File: src/design/dws_pkg.sv
// ----------------------------------------------------------------------------
// dws_pkg
// Shared codes, types and defaults for the searchable double-ended queue.
// ----------------------------------------------------------------------------
package dws_pkg;

  // default number of ring entries
  localparam int DEPTH_DEF = 16;

  // word widths
  localparam int DATA_W = 32;
  localparam int OP_W   = 3;
  localparam int STAT_W = 2;

  // request opcodes
  localparam logic [OP_W-1:0] OP_PUSH_FRONT = 3'd0;
  localparam logic [OP_W-1:0] OP_PUSH_BACK  = 3'd1;
  localparam logic [OP_W-1:0] OP_POP_FRONT  = 3'd2;
  localparam logic [OP_W-1:0] OP_POP_BACK   = 3'd3;
  localparam logic [OP_W-1:0] OP_SEARCH     = 3'd4;
  localparam logic [OP_W-1:0] OP_LIST       = 3'd5;

  // response status codes
  localparam logic [STAT_W-1:0] ST_OK    = 2'd0;
  localparam logic [STAT_W-1:0] ST_EMPTY = 2'd1;
  localparam logic [STAT_W-1:0] ST_FULL  = 2'd2;

  // sequencer states
  typedef enum logic [1:0] {
    S_IDLE,
    S_SCAN,
    S_LIST,
    S_REPLY
  } state_t;

endpackage

File: src/design/dws_ram.sv
// ----------------------------------------------------------------------------
// dws_ram
// Generic single-write, single-read RAM with registered read data.
// ----------------------------------------------------------------------------
module dws_ram #(
  parameter int WIDTH = 32,
  parameter int DEPTH = 16,
  parameter int ADDR_W = $clog2(DEPTH)
) (
  input  logic              clk,
  input  logic              we,
  input  logic [ADDR_W-1:0] waddr,
  input  logic [WIDTH-1:0]  wdata,
  input  logic [ADDR_W-1:0] raddr,
  output logic [WIDTH-1:0]  rdata
);

  logic [WIDTH-1:0] mem [DEPTH];

  // write port and registered read port
  always_ff @(posedge clk) begin
    if (we) begin
      mem[waddr] <= wdata;
    end
    rdata <= mem[raddr];
  end

endmodule

File: src/design/deque_with_search_top.sv
// ----------------------------------------------------------------------------
// deque_with_search_top
// Bounded double-ended queue of signed 32-bit words held in a RAM ring,
// with push/pop at both ends, key search and a front-to-back list walk.
// ----------------------------------------------------------------------------
// Request channel (req_valid/req_ready) carries opcode and value; req_ready
// is high only while the sequencer is idle. Opcodes 6 and 7 are taken and
// dropped. Response channel (rsp_valid/rsp_ready) carries status, element,
// found and last: one word per other request, or one per held element for a list
// of a non-empty queue, front first, last set on the back element.
// Push and pop answer through the reply state. A search reads one entry per
// cycle from the RAM and answers through the reply state once every held
// entry is compared. A list gives one word per cycle while the output is
// not stalled. A word waits in the output register while rsp_ready is
// low and the walk stalls with it; the next request is taken once the last
// word is in the output register. Reset empties the queue and clears
// rsp_valid; RAM contents are not cleared, and a word not yet written is
// never used.
// ----------------------------------------------------------------------------
module deque_with_search_top
  import dws_pkg::*;
#(
  parameter int DEPTH = DEPTH_DEF
) (
  input  logic                     clk,
  input  logic                     rst,
  input  logic                     req_valid,
  output logic                     req_ready,
  input  logic [OP_W-1:0]          opcode,
  input  logic signed [DATA_W-1:0] value,
  output logic                     rsp_valid,
  input  logic                     rsp_ready,
  output logic [STAT_W-1:0]        status,
  output logic signed [DATA_W-1:0] element,
  output logic                     found,
  output logic                     last
);

  localparam int IDX_W = $clog2(DEPTH);
  localparam int CNT_W = $clog2(DEPTH + 1);
  localparam int SUM_W = CNT_W + 1;

  // control state
  state_t state, state_next;
  logic [IDX_W-1:0] head, head_next;
  logic [CNT_W-1:0] count, count_next;
  logic [IDX_W-1:0] rd_pos, rd_pos_next;
  logic [CNT_W-1:0] rem, rem_next;
  logic             hit, hit_next;

  // pending single-word reply and search key
  logic [DATA_W-1:0] key, key_next;
  logic [STAT_W-1:0] res_status, res_status_next;
  logic              res_found, res_found_next;
  logic              res_data, res_data_next;

  // ram ports
  logic              we;
  logic [IDX_W-1:0]  waddr;
  logic [DATA_W-1:0] rdata;

  logic accept, slot_free, empty, full;
  logic [IDX_W-1:0] head_inc, head_dec, back_slot, back_last, pos_inc;
  logic [SUM_W-1:0] sum_slot, sum_last;

  assign req_ready = (state == S_IDLE);
  assign accept    = req_valid && req_ready;
  assign slot_free = !rsp_valid || rsp_ready;
  assign empty     = (count == '0);
  assign full      = (count == CNT_W'(DEPTH));

  // ring index arithmetic
  assign head_inc = (head == IDX_W'(DEPTH - 1)) ? '0 : head + 1'b1;
  assign head_dec = (head == '0) ? IDX_W'(DEPTH - 1) : head - 1'b1;
  assign pos_inc  = (rd_pos == IDX_W'(DEPTH - 1)) ? '0 : rd_pos + 1'b1;
  assign sum_slot = SUM_W'(head) + SUM_W'(count);
  assign sum_last = sum_slot - 1'b1;
  assign back_slot = (sum_slot >= SUM_W'(DEPTH)) ? IDX_W'(sum_slot - SUM_W'(DEPTH))
                                                 : IDX_W'(sum_slot);
  assign back_last = (sum_last >= SUM_W'(DEPTH)) ? IDX_W'(sum_last - SUM_W'(DEPTH))
                                                 : IDX_W'(sum_last);

  // entry store
  dws_ram #(
    .WIDTH(DATA_W),
    .DEPTH(DEPTH)
  ) u_ram (
    .clk  (clk),
    .we   (we),
    .waddr(waddr),
    .wdata(value),
    .raddr(rd_pos_next),
    .rdata(rdata)
  );

  // next state
  always_comb begin
    state_next = state;
    case (state)
      S_IDLE: begin
        if (accept) begin
          case (opcode)
            OP_PUSH_FRONT, OP_PUSH_BACK, OP_POP_FRONT, OP_POP_BACK: begin
              state_next = S_REPLY;
            end
            OP_SEARCH: begin
              state_next = empty ? S_REPLY : S_SCAN;
            end
            OP_LIST: begin
              state_next = empty ? S_REPLY : S_LIST;
            end
            default: begin
              state_next = S_IDLE;
            end
          endcase
        end
      end
      S_SCAN: begin
        if (rem == CNT_W'(1)) state_next = S_REPLY;
      end
      S_LIST: begin
        if (slot_free && rem == CNT_W'(1)) state_next = S_IDLE;
      end
      S_REPLY: begin
        if (slot_free) state_next = S_IDLE;
      end
      default: begin
        state_next = S_IDLE;
      end
    endcase
  end

  // datapath and ram control
  always_comb begin
    head_next       = head;
    count_next      = count;
    rd_pos_next     = rd_pos;
    rem_next        = rem;
    hit_next        = hit;
    key_next        = key;
    res_status_next = res_status;
    res_found_next  = res_found;
    res_data_next   = res_data;
    we              = 1'b0;
    waddr           = back_slot;
    case (state)
      S_IDLE: begin
        if (accept) begin
          res_found_next = 1'b0;
          res_data_next  = 1'b0;
          case (opcode)
            OP_PUSH_FRONT, OP_PUSH_BACK: begin
              if (full) begin
                res_status_next = ST_FULL;
              end else begin
                res_status_next = ST_OK;
                we              = 1'b1;
                count_next      = count + 1'b1;
                if (opcode == OP_PUSH_FRONT) begin
                  head_next = head_dec;
                  waddr     = head_dec;
                end
              end
            end
            OP_POP_FRONT, OP_POP_BACK: begin
              if (empty) begin
                res_status_next = ST_EMPTY;
              end else begin
                res_status_next = ST_OK;
                res_data_next   = 1'b1;
                count_next      = count - 1'b1;
                if (opcode == OP_POP_FRONT) begin
                  rd_pos_next = head;
                  head_next   = head_inc;
                end else begin
                  rd_pos_next = back_last;
                end
              end
            end
            OP_SEARCH, OP_LIST: begin
              res_status_next = empty ? ST_EMPTY : ST_OK;
              rd_pos_next     = head;
              rem_next        = count;
              hit_next        = 1'b0;
              key_next        = value;
            end
            default: begin
              res_status_next = res_status;
            end
          endcase
        end
      end
      S_SCAN: begin
        // compare the word read last cycle and fetch the next one
        hit_next    = hit || (rdata == key);
        rd_pos_next = pos_inc;
        rem_next    = rem - 1'b1;
        if (rem == CNT_W'(1)) res_found_next = hit_next;
      end
      S_LIST: begin
        if (slot_free) begin
          rd_pos_next = pos_inc;
          rem_next    = rem - 1'b1;
        end
      end
      default: begin
        rd_pos_next = rd_pos;
      end
    endcase
  end

  // control registers
  always_ff @(posedge clk) begin
    if (rst) begin
      state  <= S_IDLE;
      head   <= '0;
      count  <= '0;
      rd_pos <= '0;
      rem    <= '0;
      hit    <= 1'b0;
    end else begin
      state  <= state_next;
      head   <= head_next;
      count  <= count_next;
      rd_pos <= rd_pos_next;
      rem    <= rem_next;
      hit    <= hit_next;
    end
  end

  // pending reply and key
  always_ff @(posedge clk) begin
    key        <= key_next;
    res_status <= res_status_next;
    res_found  <= res_found_next;
    res_data   <= res_data_next;
  end

  // response output register
  always_ff @(posedge clk) begin
    if (rst) begin
      rsp_valid <= 1'b0;
    end else if (slot_free && (state == S_REPLY || state == S_LIST)) begin
      rsp_valid <= 1'b1;
    end else if (rsp_ready) begin
      rsp_valid <= 1'b0;
    end
  end

  // response word payload
  always_ff @(posedge clk) begin
    if (slot_free && state == S_REPLY) begin
      status  <= res_status;
      element <= res_data ? $signed(rdata) : '0;
      found   <= res_found;
      last    <= 1'b1;
    end else if (slot_free && state == S_LIST) begin
      status  <= ST_OK;
      element <= $signed(rdata);
      found   <= 1'b0;
      last    <= (rem == CNT_W'(1));
    end
  end

  // occupancy never exceeds the ring
  a_count_bound: assert property (@(posedge clk) disable iff (rst)
    count <= CNT_W'(DEPTH))
    else $error("entry count above depth");

  // head stays inside the ring
  a_head_bound: assert property (@(posedge clk) disable iff (rst)
    head <= IDX_W'(DEPTH - 1))
    else $error("head index outside ring");

  // walk states always have work left
  a_rem_live: assert property (@(posedge clk) disable iff (rst)
    (state == S_SCAN || state == S_LIST) |-> rem != '0)
    else $error("walk with nothing remaining");

  // queue contents only change when a request is taken
  a_count_hold: assert property (@(posedge clk) disable iff (rst)
    (state != S_IDLE) |=> $stable(count) && $stable(head))
    else $error("queue changed during a walk");

  // a non-final word only comes from the list walk
  a_mid_list: assert property (@(posedge clk) disable iff (rst)
    (rsp_valid && !last) |-> state == S_LIST)
    else $error("non-final word outside list walk");

endmodule

File: config.mk
export PLATFORM = sky130hd
export DESIGN_NAME = deque_with_search_top
export DESIGN_NICKNAME = d
export VERILOG_FILES = /design/src/design/dws_pkg.sv /design/src/design/dws_ram.sv /design/src/design/deque_with_search_top.sv
export SDC_FILE = /design/constraint.sdc
export NUM_CORES = 1
export LEC_CHECK = 0
export BUFFER_PORTS_ARGS = -buffer_cell sky130_fd_sc_hd__buf_4
export CELL_PAD_IN_SITES_DETAIL_PLACEMENT = 0
export CELL_PAD_IN_SITES_GLOBAL_PLACEMENT = 2
export CORE_AREA = 10 10 259 261
export DETAILED_ROUTE_END_ITERATION = 8
export DIE_AREA = 0 0 269 271
export GPL_TIMING_DRIVEN = 0
export PLACE_DENSITY_LB_ADDON = 0.1
export SYNTH_ARGS = -nofsm -noshare
export SYNTH_HDL_FRONTEND = slang
export SYNTH_SLANG_ARGS = --single-unit
File: constraint.sdc
create_clock -name clk -period 5.1 [get_ports clk]
set_input_delay 0.51 -clock clk [delete_from_list [all_inputs] [get_ports clk]]
set_output_delay 0.51 -clock clk [all_outputs]
set_load 0.05 [all_outputs]
Word-level counts from Yosys, hierarchy flattened

Memories as Yosys holds them, arrays and structs flattened. A register that Yosys moved wholly into a read port is not among the register bits.
Cells that the tools add are included.

Bits in registers: 94
RAM bits: 512
Bits of input ports: 39
Output and inout bits: 38
Memories: 1

$add $sub $neg: 10
$lt $le $gt $ge: 2
Equal/unequal tests: 23
Mux-type cells: 61
Reduce and logical (&&, ||, !) cells: 33

Memory list:

| name      | depth | bits a word | read ports | clocked after memory_dff | write ports | RTL line      | text |
|---|---|---|---|---|---|---|---|
| u_ram.mem | 16    | 32          | 1          | 1                        | 1           | dws_ram.sv:18 | `logic [WIDTH-1:0] mem [DEPTH];` |

Operator list:

| kind                  | number |
|---|---|
| $mux W32              | 3 |
| $mux W4               | 18 |
| $eq A32 B32 Y1        | 1 |
| $mux W5               | 5 |
| $mux W1               | 17 |
| $mux W2               | 8 |
| $ne A2 B2 Y1 const B  | 8 |
| $pmux W4 S2           | 2 |
| $pmux W5 S3           | 1 |
| $ge A6 B5 Y1 const B  | 2 |
| $pmux W4 S3           | 1 |
| $reduce_and A3 Y1     | 4 |
| $sub A4 B1 Y4 const B | 3 |
| $pmux W5 S2           | 1 |
| $reduce_bool A2 Y1    | 5 |
| $sub A5 B1 Y5 const B | 2 |
| $add A4 B1 Y4 const B | 2 |
| $eq A4 B4 Y1 const B  | 2 |
| $pmux W2 S4           | 1 |
| $reduce_and A4 Y1     | 2 |
| $reduce_or A4 Y1      | 2 |
| $reduce_and A7 Y1     | 1 |
| $add A4 B5 Y6         | 1 |
| $eq A3 B2 Y1 const B  | 2 |
| 23 further kinds      | 35 |

Logic depth before layout (Yosys ltp)

Gate-level depths: netlist of run 1.

Word-level depth: 9
Gate-level depth with buffers: 13

Modules after synthesis

A second synthesis of run 1 with hierarchy kept.

Cell total of the unflattened synthesis: 1,257
Area, all modules: 24,686.2 um^2

Modules (own cells, without submodules):

| module                | times used | cells each | area an instance (um^2) | sequential area each (um^2) |
|---|---|---|---|---|
| dws_ram               | 1          | 838        | 19,854.0                | 16,015.4 |
| deque_with_search_top | 1          | 419        | 4,832.1                 | 2,592.5 |

Least setup slack after synthesis of run 1

No wires, ideal clock.

Path type: register to register
Start point: register state[0]
End point: memory u_ram.mem[10][0], enable pin
Arrival: 3.635 ns
Required time: 4.679 ns
Setup slack: 1.044 ns
Cell stages (with the launch flop): 12
Period minus slack after synthesis: 4.056 ns
Cell sequence: dfxtp_1 > inv_1 > ha_1 > nand2_1 > inv_1 > and3_1 > and3b_1 > clkbuf_1 > nand2_1 > o21ai_0 > nand2_1 > nor2_1

Longest elaborated chain between the ends: 6
Elaborated cells between the ends (all ways): 8
Those cells by class: mux: 6; reduce/logical: 2

RTL lines:

| item                          | RTL line                     | text |
|---|---|---|
| start: declaration            | deque_with_search_top.sv:44  | `state_t state, state_next;` |
| start signal: assignment      | deque_with_search_top.sv:222 | `state <= state_next;` |
| $logic_not A2 Y1 (*)          | deque_with_search_top.sv:66  | `assign req_ready = (state == S_IDLE);` |
| named net req_ready           | deque_with_search_top.sv:28  | `output logic req_ready,` |
| $logic_and A1 B1 Y1           | deque_with_search_top.sv:67  | `assign accept = req_valid && req_ready;` |
| $mux W1                       | deque_with_search_top.sv:148 | `if (accept) begin` |
| $mux W1                       | deque_with_search_top.sv:146 | `case (state)` |
| $mux W1                       | dws_ram.sv:22                | `if (we) begin` |
| $mux W1 (implied by the code) | dws_ram.sv:23                | `mem[waddr] <= wdata;` |
| end: declaration              | dws_ram.sv:18                |  |

The timed path passes the listed nets; every way through them passes the cells marked *.

Worst setup path in the final report of run 1

Start point: register count[0]
End point: register u_ram.rdata[2] (read register of u_ram.mem)

Longest elaborated chain between the ends: 9
Elaborated cells between the ends (all ways): 11
Those cells by class: add/sub: 3; order compare: 1; mux: 6; reduce/logical: 1

RTL lines:

| item                                                 | RTL line                     | text |
|---|---|---|
| start: declaration                                   | deque_with_search_top.sv:46  | `logic [CNT_W-1:0] count, count_next;` |
| start signal: assignment                             | deque_with_search_top.sv:224 | `count <= count_next;` |
| $add A4 B5 Y6                                        | deque_with_search_top.sv:76  | `assign sum_slot = SUM_W'(head) + SUM_W'(count);` |
| $sub A6 B1 Y6                                        | deque_with_search_top.sv:77  | `assign sum_last = sum_slot - 1'b1;` |
| $ge A6 B5 Y1 / $sub A4 B1 Y4 (equally long branches) | deque_with_search_top.sv:80  | `assign back_last = (sum_last >= SUM_W'(DEPTH)) ? IDX_W'(sum_last - SUM_W'(DEPTH))` |
| $mux W4                                              | deque_with_search_top.sv:80  |  |
| $mux W4                                              | deque_with_search_top.sv:172 | `if (opcode == OP_POP_FRONT) begin` |
| $mux W4 (*)                                          | deque_with_search_top.sv:166 | `if (empty) begin` |
| $pmux W4 S2 (*)                                      | deque_with_search_top.sv:151 | `case (opcode)` |
| $mux W4 (*)                                          | deque_with_search_top.sv:148 |  |
| $pmux W4 S3 (*)                                      | deque_with_search_top.sv:146 |  |
| end: declaration                                     | dws_ram.sv:15                | `output logic [WIDTH-1:0] rdata` |

Mark *: on every way between the ends. The rest lies on a longest branch, timed or not.
A chain may end at the register's enable or synchronous reset.

==> results.toml, run 1 <==
[synthesis]
post-synth-top-area-cell = "edfxtp_1"
synth_seq_cells = 638
yosysSeqAreaShare_pct = 75.6
synth_edf_count = 583
synth.avg_cell_area_um2 = 20.0
synth_nets = 1292
synth-async-reset-ratio_pct = 0
synthFlopType = "edfxtp_1"
syn_inst = 1229
ys_types = 56
synth_top_area_share_pct = 71.2
synth_area_mm2 = 0.0246
yosys_warnings = 0
ys_top_cells_by_area = "edfxtp_1 (71%), mux4_2 (12%), dfxtp_1 (4.5%), xnor2_1 (1.4%), a221o_1 (1.3%)"

[setup_path]
crit_chain = "ha_1 -> fa_1 -> inv_1 -> ha_1 -> mux2i_1 -> nand4b_1 -> a311oi_1 -> a221o_1 -> clkbuf_1 -> buf_2 -> mux4_2 -> a221o_1"
setup.worst_path.class = "register to register"
path_max_fanout = 10
cp-start-kind = "register"
max_stage_delay_ns = 0.80
crit_slowest_cell = "clkbuf_1"
endpoint_kind = "register"
arrival_ns = 5.15
worst_ep_required_time_ns = 5.58

[clock_network]
ctsRootBufferMaster = "clkbuf_16"
cts_resized = 0
clk_pin_slew_worst_paths_ns = 0.06
htree_levels = 3
post_cts_buffers = 0
ctsHoldBuffers = 0
cts.sinks = 638
cts_tree = "yes"
clkLatencyLatePin_ns = 0.60
numCtsBuffers = 71
cts_buffer_depth = 3

[cells_and_area]
postLayoutCellArea_mm2 = 0.0289
areaGrowthSynthToFinish_pct = 17.4
final_core_util_pct = 46.9
layout_commonest_cell = "edfxtp_1"
diodes = 0
final_net_count = 1459
drive_above_1_share_pct = 25.0
mostFrequentLayoutCells = "edfxtp_1 (583), mux4_2 (128), buf_4 (81), clkbuf_16 (73), dfxtp_1 (55)"

[sta]
min_period_ns = 4.67
tightestPinTransition_ns = 1.38
period_share_pct = 91.6
relSlewSlack_pct = 7.00
hold_slack_ns = 0.129
final-max-slew-violation-count = 0
max_freq_ghz = 0.214
hold_viol_final = 0
setup_viol = 0
rsz0062_at_grt = "false"
finClkSkew_ns = 0.0142

[job]
maxCapViolCount = 0

[global_route]
met1_usage_pct = 23.4
antenna_found_initial = 2
top_usage_layer = "met2"
grt_pass1_wl_um = 90000
grt_pass1_vias = 12935
grt_overflow = 0
grt_max_degree = 25
grt_use_met2_pct = 27.9
grt_usage_pct = 17.1
grt_use_met3_pct = 3.18

[detailed_routing]
via_per_inst = 5.35
first_pass_iters = 5
wl_per_cell_um = 26.9
drt_iter0_markers = 953
antenna_left = 0
routed-via-count = 12247
drt-total-wl_um = 61600
drc = 0

[power_and_ir_drop]
power_density_mw_per_mm2 = 560
total_power_uw = 16200
ir_drop_mv = 0.318
p_leak_uw = 0.00938

[placed_design]
place_area_mm2 = 0.0267
dpl.hpwl_um = 39700
finalWeightedCongestion = 0.728
io_buffers = 76

[die]
die_area_mm2 = 0.0729
rows = 91
start_util_pct = 39.9
chipWidth_um = 269
die_h_um = 271
core_area_mm2 = 0.0616
io_pins = 77

[run_status]
run_status = "complete, no violations"

[hold_path]
hold_class = "input pin to register"
[sequential cells by signal, summed over array words and instances (netlist names), named ones only]
signal / count
u_ram.mem: 512
element: 32
key: 32
u_ram.rdata: 32
count: 5
rem: 5
head: 4
rd_pos: 3
res_status: 2
state: 2
status: 2
found: 1
hit: 1
last: 1
res_data: 1
res_found: 1
rsp_valid: 1
[critical path: cells and delay by family (launching register included)]
family / cells / cell delay [ns]
buffers and inverters: 3 / 1.42
adder cells (fa/ha/maj): 3 / 0.98
AO/OA/AOI/OAI: 3 / 0.92
multiplexers: 2 / 0.53
flip-flops: 1 / 0.56
AND/OR/NAND/NOR: 1 / 0.12
[power breakdown]
part | leakage [uW] | switching, uW | internal (uW) | total [uW]
sequential | 0.00572 | 223 | 6160 | 6390
clock | 0.00106 | 2020 | 2760 | 4780
combinational | 0.00260 | 2750 | 2260 | 5000
total | 0.00938 | 4990 | 11200 | 16200
[cells in the mapped netlist, drive strengths merged, types with 3 or more instances]
master,instances
a31oi,5
nor2,58
or3,3
a21oi,25
a22oi,3
ha,22
inv,18
o21ai,26
nor4,3
and3,10
mux2i,5
mux4,128
and2,33
xnor2,39
nand2,21
a221o,33
xor2,4
nand2b,5
clkbuf,31
nand4,9
edfxtp,583
dfxtp,55
a211oi,5
a21o,7
a22o,33
buf,23
nor3,6
nand3,4
nor2b,4
[through the flow]
step	setup TNS (ns)	cells	setup slack, ns
after detailed placement	0	2160	0.0621
after CTS	0	2289	0.396
after global routing	0	2289	0.158
after floorplan	0	1229	1.04
after global placement	-540.71	2142	-1.28
final	0	2289	0.431
[routing by layer]
metal,vias to the layer above,routed length (um)
li1,5391,-
met1,6529,27700
met2,246,30200
met3,79,2610
met4,2,1140
met5,-,7
[area by class of cell]
type                            instances  area [um^2]
Inverter                               18         67.6
Multi-Input combinational cell        519         5780
Tap cell                              837         1050
Clock inverter                         36          231
Timing Repair Buffer                   94          961
Sequential cell                       638        18600
Clock buffer                           93         1920
Fill cell                            5202        32700
Buffer                                 54          269
[final timing paths]
path | start | to | slack [ns] | cells past startpoint
max | count[0]$_SDFFE_PP0P_ | u_ram.rdata[2]$_DFF_P_ | 0.43 | 12
min | rst | rd_pos[1]$_SDFF_PP0_ | 0.13 | 2
max reg2reg | count[0]$_SDFFE_PP0P_ | u_ram.rdata[2]$_DFF_P_ | 0.43 | 12
min reg2reg | last$_SDFFE_PP1P_ | last$_SDFFE_PP1P_ | 0.52 | 2
[kinds of logic after synthesis]
| family | synth area share (%) |
|---|---|
| buf+inv | 1.37 |
| mux | 11.9 |
| flops | 75.6 |
| xor+xnor | 1.62 |
| compound gates | 4.64 |
| simple gates | 3.51 |
| fa+ha+maj | 1.28 |
No activity file was read; power rests on OpenSTA's default activity.
==> run 2: changes to the inputs <==
Settings changed: CORE_AREA 10 10 259 261 to 10 10 308 221, DIE_AREA 0 0 269 271 to 0 0 318 231.
==> results.toml, run 2 (synthesis gave the netlist of run 1 again) <==
[run_status]
run_status = "complete, no violations"

[setup_path]
cp-start-kind = "register"
path_max_fanout = 10
endpoint_kind = "register"
crit_buf_inv = 3
setup.worst_path.class = "register to register"
arrival_ns = 5.33
cp_top_family = "buffers and inverters"
worst_ep_required_time_ns = 5.60
rrSetupSlack_ns = 0.27
max_stage_delay_ns = 0.87
crit_chain = "ha_1 -> fa_1 -> inv_1 -> ha_1 -> mux2i_1 -> nand4b_1 -> a311oi_1 -> a221o_1 -> buf_2 -> clkdlybuf4s15_1 -> mux4_2 -> a221o_1"
crit_slowest_cell = "clkdlybuf4s15_1"

[placed_design]
dpl.hpwl_um = 40700
io_buffers = 76
finalWeightedCongestion = 0.725

[clock_network]
cts_tree = "yes"
cts_buffer_depth = 3
ctsHoldBuffers = 0
clk_pin_slew_worst_paths_ns = 0.06
numCtsBuffers = 60
ctsRootBufferMaster = "clkbuf_16"
cts_resized = 0
clkLatencyLatePin_ns = 0.63
htree_levels = 2
post_cts_buffers = 0
cts.sinks = 638

[power_and_ir_drop]
power_density_mw_per_mm2 = 554
ir_drop_mv = 0.321
total_power_uw = 15900
p_leak_uw = 0.00930

[global_route]
grt_overflow = 0
grt_max_degree = 24
grt_pass1_vias = 12654
antenna_found_initial = 3
grt_usage_pct = 16.9
grt_pass1_wl_um = 90800

[sta]
min_period_ns = 4.83
hold_viol_final = 0
max_freq_ghz = 0.207
final-max-slew-violation-count = 0
relSlewSlack_pct = 9.81
setup_viol = 0
finClkSkew_ns = 0.0309
hold_slack_ns = 0.125
tightestPinTransition_ns = 1.34
rsz0062_at_grt = "false"
period_share_pct = 94.7

[die]
core_area_mm2 = 0.0623
rows = 77
die_area_mm2 = 0.0735
io_pins = 77
die_h_um = 231
chipWidth_um = 318
start_util_pct = 39.5

[detailed_routing]
wl_per_cell_um = 27.7
wl_met3_um = 2960
routed-via-count = 12256
met2WireLength_um = 27800
first_pass_iters = 5
antenna_left = 0
drc = 0
met1_length_um = 31000
via_per_inst = 5.41
routed.top_layer = "met5"
drt_iter0_markers = 1107
drt-total-wl_um = 62800

[cells_and_area]
final_net_count = 1449
mostFrequentLayoutCells = "edfxtp_1 (583), mux4_2 (128), buf_4 (81), clkbuf_16 (61), dfxtp_1 (55)"
layout_commonest_cell = "edfxtp_1"
regMostFlops = "u_ram.mem"
drive_above_1_share_pct = 25.0
largest_reg_flops = 512
areaGrowthSynthToFinish_pct = 16.8

[hold_path]
hold_class = "input pin to register"

[job]
maxCapViolCount = 0
==> run 2: cell count changes in the layout (fill, tap and decap cells not counted), sizes merged, moves of 2 or more <==
cell      previous run  this run
clkinvlp             2         0
clkinv              28        18
bufinv               2         4
clkbuf             124       119
inv                 22        19
==> run 2: path summary, 6_finish.rpt <==
kind / to / cells past startpoint / start
max: u_ram.rdata[29]$_DFF_P_ / 12 / count[0]$_SDFFE_PP0P_
min: rem[0]$_SDFFE_PP0P_ / 2 / rst
max reg2reg: u_ram.rdata[29]$_DFF_P_ / 12 / count[0]$_SDFFE_PP0P_
min reg2reg: hit$_SDFFE_PP0P_ / 2 / hit$_SDFFE_PP0P_
==> run 2: per-layer routing <==
layer | GRT usage [%] | vias to the layer above
met5 | 0 | -
met4 | 3.75 | 2
li1 | - | 5352
met2 | 25.2 | 312
met1 | 25.6 | 6520
met3 | 2.70 | 70
==> run 2: cell type report <==
type / instances / area (um^2)
Multi-Input combinational cell: 519 / 5780
Tap cell: 829 / 1040
Clock buffer: 89 / 1740
Inverter: 18 / 67.6
Timing Repair Buffer: 95 / 966
Clock inverter: 23 / 239
Antenna cell: 1 / 2.50
Buffer: 54 / 275
Sequential cell: 638 / 18600
Fill cell: 5279 / 33600
==> run 2: worst reg2reg max path, delay by kind of cell, from the launching register on <==
family | cells | cell delay [ns]
adders and majority gates | 3 | 0.99
muxes | 2 | 0.60
buffers and inverters | 3 | 1.45
and+or+nand+nor | 1 | 0.13
AOI/OAI and AO/OA | 3 | 1.00
DFF | 1 | 0.55
==> run 2: report_power, final <==
group	switching [uW]	total [uW]	internal [uW]
Clock	1930	4500	2560
Sequential	226	6390	6160
Combinational	2780	5040	2260
Total	4940	15900	11000
==> run 2: metrics by stage <==
stage                     setup slack (ns)  std cells  TNS [ns]  instance area (um^2)  utilization (%)
final                                0.272       2266         0                 28700             46.1
after global routing                0.0194       2266         0                 28700             46.1
after CTS                            0.278       2265         0                 28700             46.1
after detailed placement           -0.0450       2153    -0.285                 26700             42.9
after global placement               -1.29       2134   -585.46                 26200             42.0
after floorplan                       1.04       1229         0                 24600                -
==> run 3: changes to the inputs <==
Settings changed: ABC_AREA from default to 1, CORE_AREA 10 10 308 221 to 10 10 320 229, DIE_AREA 0 0 318 231 to 0 0 330 239.
==> results.toml, run 3 <==
[clock_network]
ctsHoldBuffers = 0
numCtsBuffers = 68
clk_pin_slew_worst_paths_ns = 0.06
htree_levels = 3
cts.sinks = 638
cts_buffer_depth = 3
ctsRootBufferMaster = "clkbuf_16"
cts_tree = "yes"
post_cts_buffers = 0
clkLatencyLatePin_ns = 0.63
cts_resized = 0

[setup_path]
setup.worst_path.class = "register to register"
rrSetupSlack_ns = 1.23
cp-start-kind = "register"
crit_chain = "inv_1 -> ha_1 -> nand2_2 -> nor2_1 -> nand2_1 -> nor2_1 -> inv_1 -> o21ai_0 -> nand3_1 -> nor2_4 -> buf_16"
max_stage_delay_ns = 0.71
worst_ep_required_time_ns = 5.42
crit_slowest_cell = "nor2_4"
path_max_fanout = 17
arrival_ns = 4.19
endpoint_kind = "register"

[power_and_ir_drop]
p_leak_uw = 0.0115
p_int_uw = 12000
clock_power_share_pct = 22.9
pwr-share-seq_pct = 29.8
combPwrFrac_pct = 47.3
total_power_uw = 21400
ir_drop_mv = 0.365
power_density_mw_per_mm2 = 693
swShare_pct = 44.0
p_switching_uw = 9450

[cells_and_area]
postLayoutCellArea_mm2 = 0.0310
final_net_count = 2497
mostFrequentLayoutCells = "nand3_1 (659), edfxtp_1 (583), nand2_1 (491), inv_1 (87), buf_4 (85)"
areaGrowthSynthToFinish_pct = 16.5
regMostFlops = "u_ram.mem"
final_core_util_pct = 46.0
largest_reg_flops = 512
diodes = 0
layout_commonest_cell = "nand3_1"
drive_above_1_share_pct = 12.9

[synthesis]
syn_inst = 2270
synth_area_mm2 = 0.0266
synth_seq_cells = 638
synth_common_cells = "nand3_1 (659), edfxtp_1 (583), nand2_1 (491)"
synth-async-reset-ratio_pct = 0
yosys_warnings = 0
ys_top_cells_by_area = "edfxtp_1 (66%), nand3_1 (12%), nand2_1 (6.9%), dfxtp_1 (4.1%), buf_6 (1.4%)"
synthFlopType = "edfxtp_1"
post-synth-top-area-cell = "edfxtp_1"
ys_types = 39
synth_edf_count = 583
synth_most_common_cell = "nand3_1"
yosysSeqAreaShare_pct = 70.0
synth.avg_cell_area_um2 = 11.7
synth_nets = 2333
synth_top_area_share_pct = 65.9

[die]
die_h_um = 239
core_area_mm2 = 0.0674
die_area_mm2 = 0.0789
rows = 80
io_pins = 77
chipWidth_um = 330
start_util_pct = 39.5

[global_route]
grt_overflow = 0
grt_pass1_vias = 17615
antenna_found_initial = 1
grt_usage_pct = 21.3
grt_max_degree = 24
grt_pass1_wl_um = 122000

[detailed_routing]
drc = 0
via_per_inst = 5.34
antenna_left = 0
wl_per_cell_um = 25.0
routed-via-count = 18117
drt_iter0_markers = 1607
drt-total-wl_um = 84600
first_pass_iters = 5

[job]
maxCapViolCount = 0

[placed_design]
finalWeightedCongestion = 0.792
place_area_mm2 = 0.0288
io_buffers = 76
dpl.hpwl_um = 57400

[sta]
finClkSkew_ns = 0.0167
setup_viol = 0
tightestPinTransition_ns = 1.12
period_share_pct = 75.9
min_period_ns = 3.87
fin_setup_tns_ns = 0
final-max-slew-violation-count = 0
hold_slack_ns = 0.155
relSlewSlack_pct = 25.2
max_freq_ghz = 0.258
rsz0062_at_grt = "false"
hold_viol_final = 0

[hold_path]
hold_class = "input pin to register"

[run_status]
run_status = "complete, no violations"
-- run 3: layout make-up --
type	count	area [um^2]
fillers	6234	36400
well taps	902	1130
multi-input cells	1403	6900
inverters	91	342
flip-flops and latches	638	18600
plain buffers	138	866
repair buffers	94	953
clock buffers	100	1920
clock inverters	24	243
-- run 3: kinds of logic after synthesis --
| kind of cell | after synthesis | share of synthesized area [%] |
|---|---|---|
| xor+xnor | 44 | 1.45 |
| fa+ha+maj | 24 | 1.19 |
| flops | 638 | 70.0 |
| simple gates | 1269 | 21.3 |
| buf+inv | 229 | 4.54 |
| compound gates | 66 | 1.48 |
-- run 3: routing by layer --
metal	part of all wire, %	global-route usage, %	up-vias	wire length (um)
li1	-	-	8386	-
met4	2.1	5.75	0	1790
met3	6.9	3.54	110	5850
met2	43	31.5	586	36100
met5	0	0	-	0
met1	48	31.9	9035	40900
-- run 3: metrics by stage --
| stage | setup slack, ns | std cells |
|---|---|---|
| after floorplan | 1.11 | 2270 |
| after global placement | -0.982 | 3248 |
| after detailed placement | 1.32 | 3266 |
| after CTS | 1.29 | 3390 |
| after global routing | 0.910 | 3390 |
| final | 1.23 | 3390 |
-- run 3: power groups by stage --
stage               combinational (uW)  clock (uW)  sequential, uW
global placement                 10000           0            6520
detailed placement               10100           0            6500
finish                           10100        4920            6390
floorplan                         6010           0            6830
CTS                              10200        5000            6390
global route                     11100        5200            6420
-- run 3: worst paths after layout --
check / from / to / cells past startpoint
worst max register to register: state[1]$_SDFFE_PP0P_ / u_ram.mem[5][16]$_DFFE_PP_ / 11
worst min register to register: count[4]$_SDFFE_PP0P_ / count[4]$_SDFFE_PP0P_ / 1
worst max-delay path: state[1]$_SDFFE_PP0P_ / u_ram.mem[5][16]$_DFFE_PP_ / 11
worst min-delay path: rst / state[0]$_SDFFE_PP0P_ / 2
-- run 3: critical path, delay by kind of cell, from the launching register on --
family | cells | cell delay (ns)
adders and majority gates | 1 | 0.42
AOI/OAI and AO/OA | 1 | 0.38
DFF | 1 | 0.33
and+or+nand+nor | 6 | 1.90
buffers and inverters | 3 | 0.50
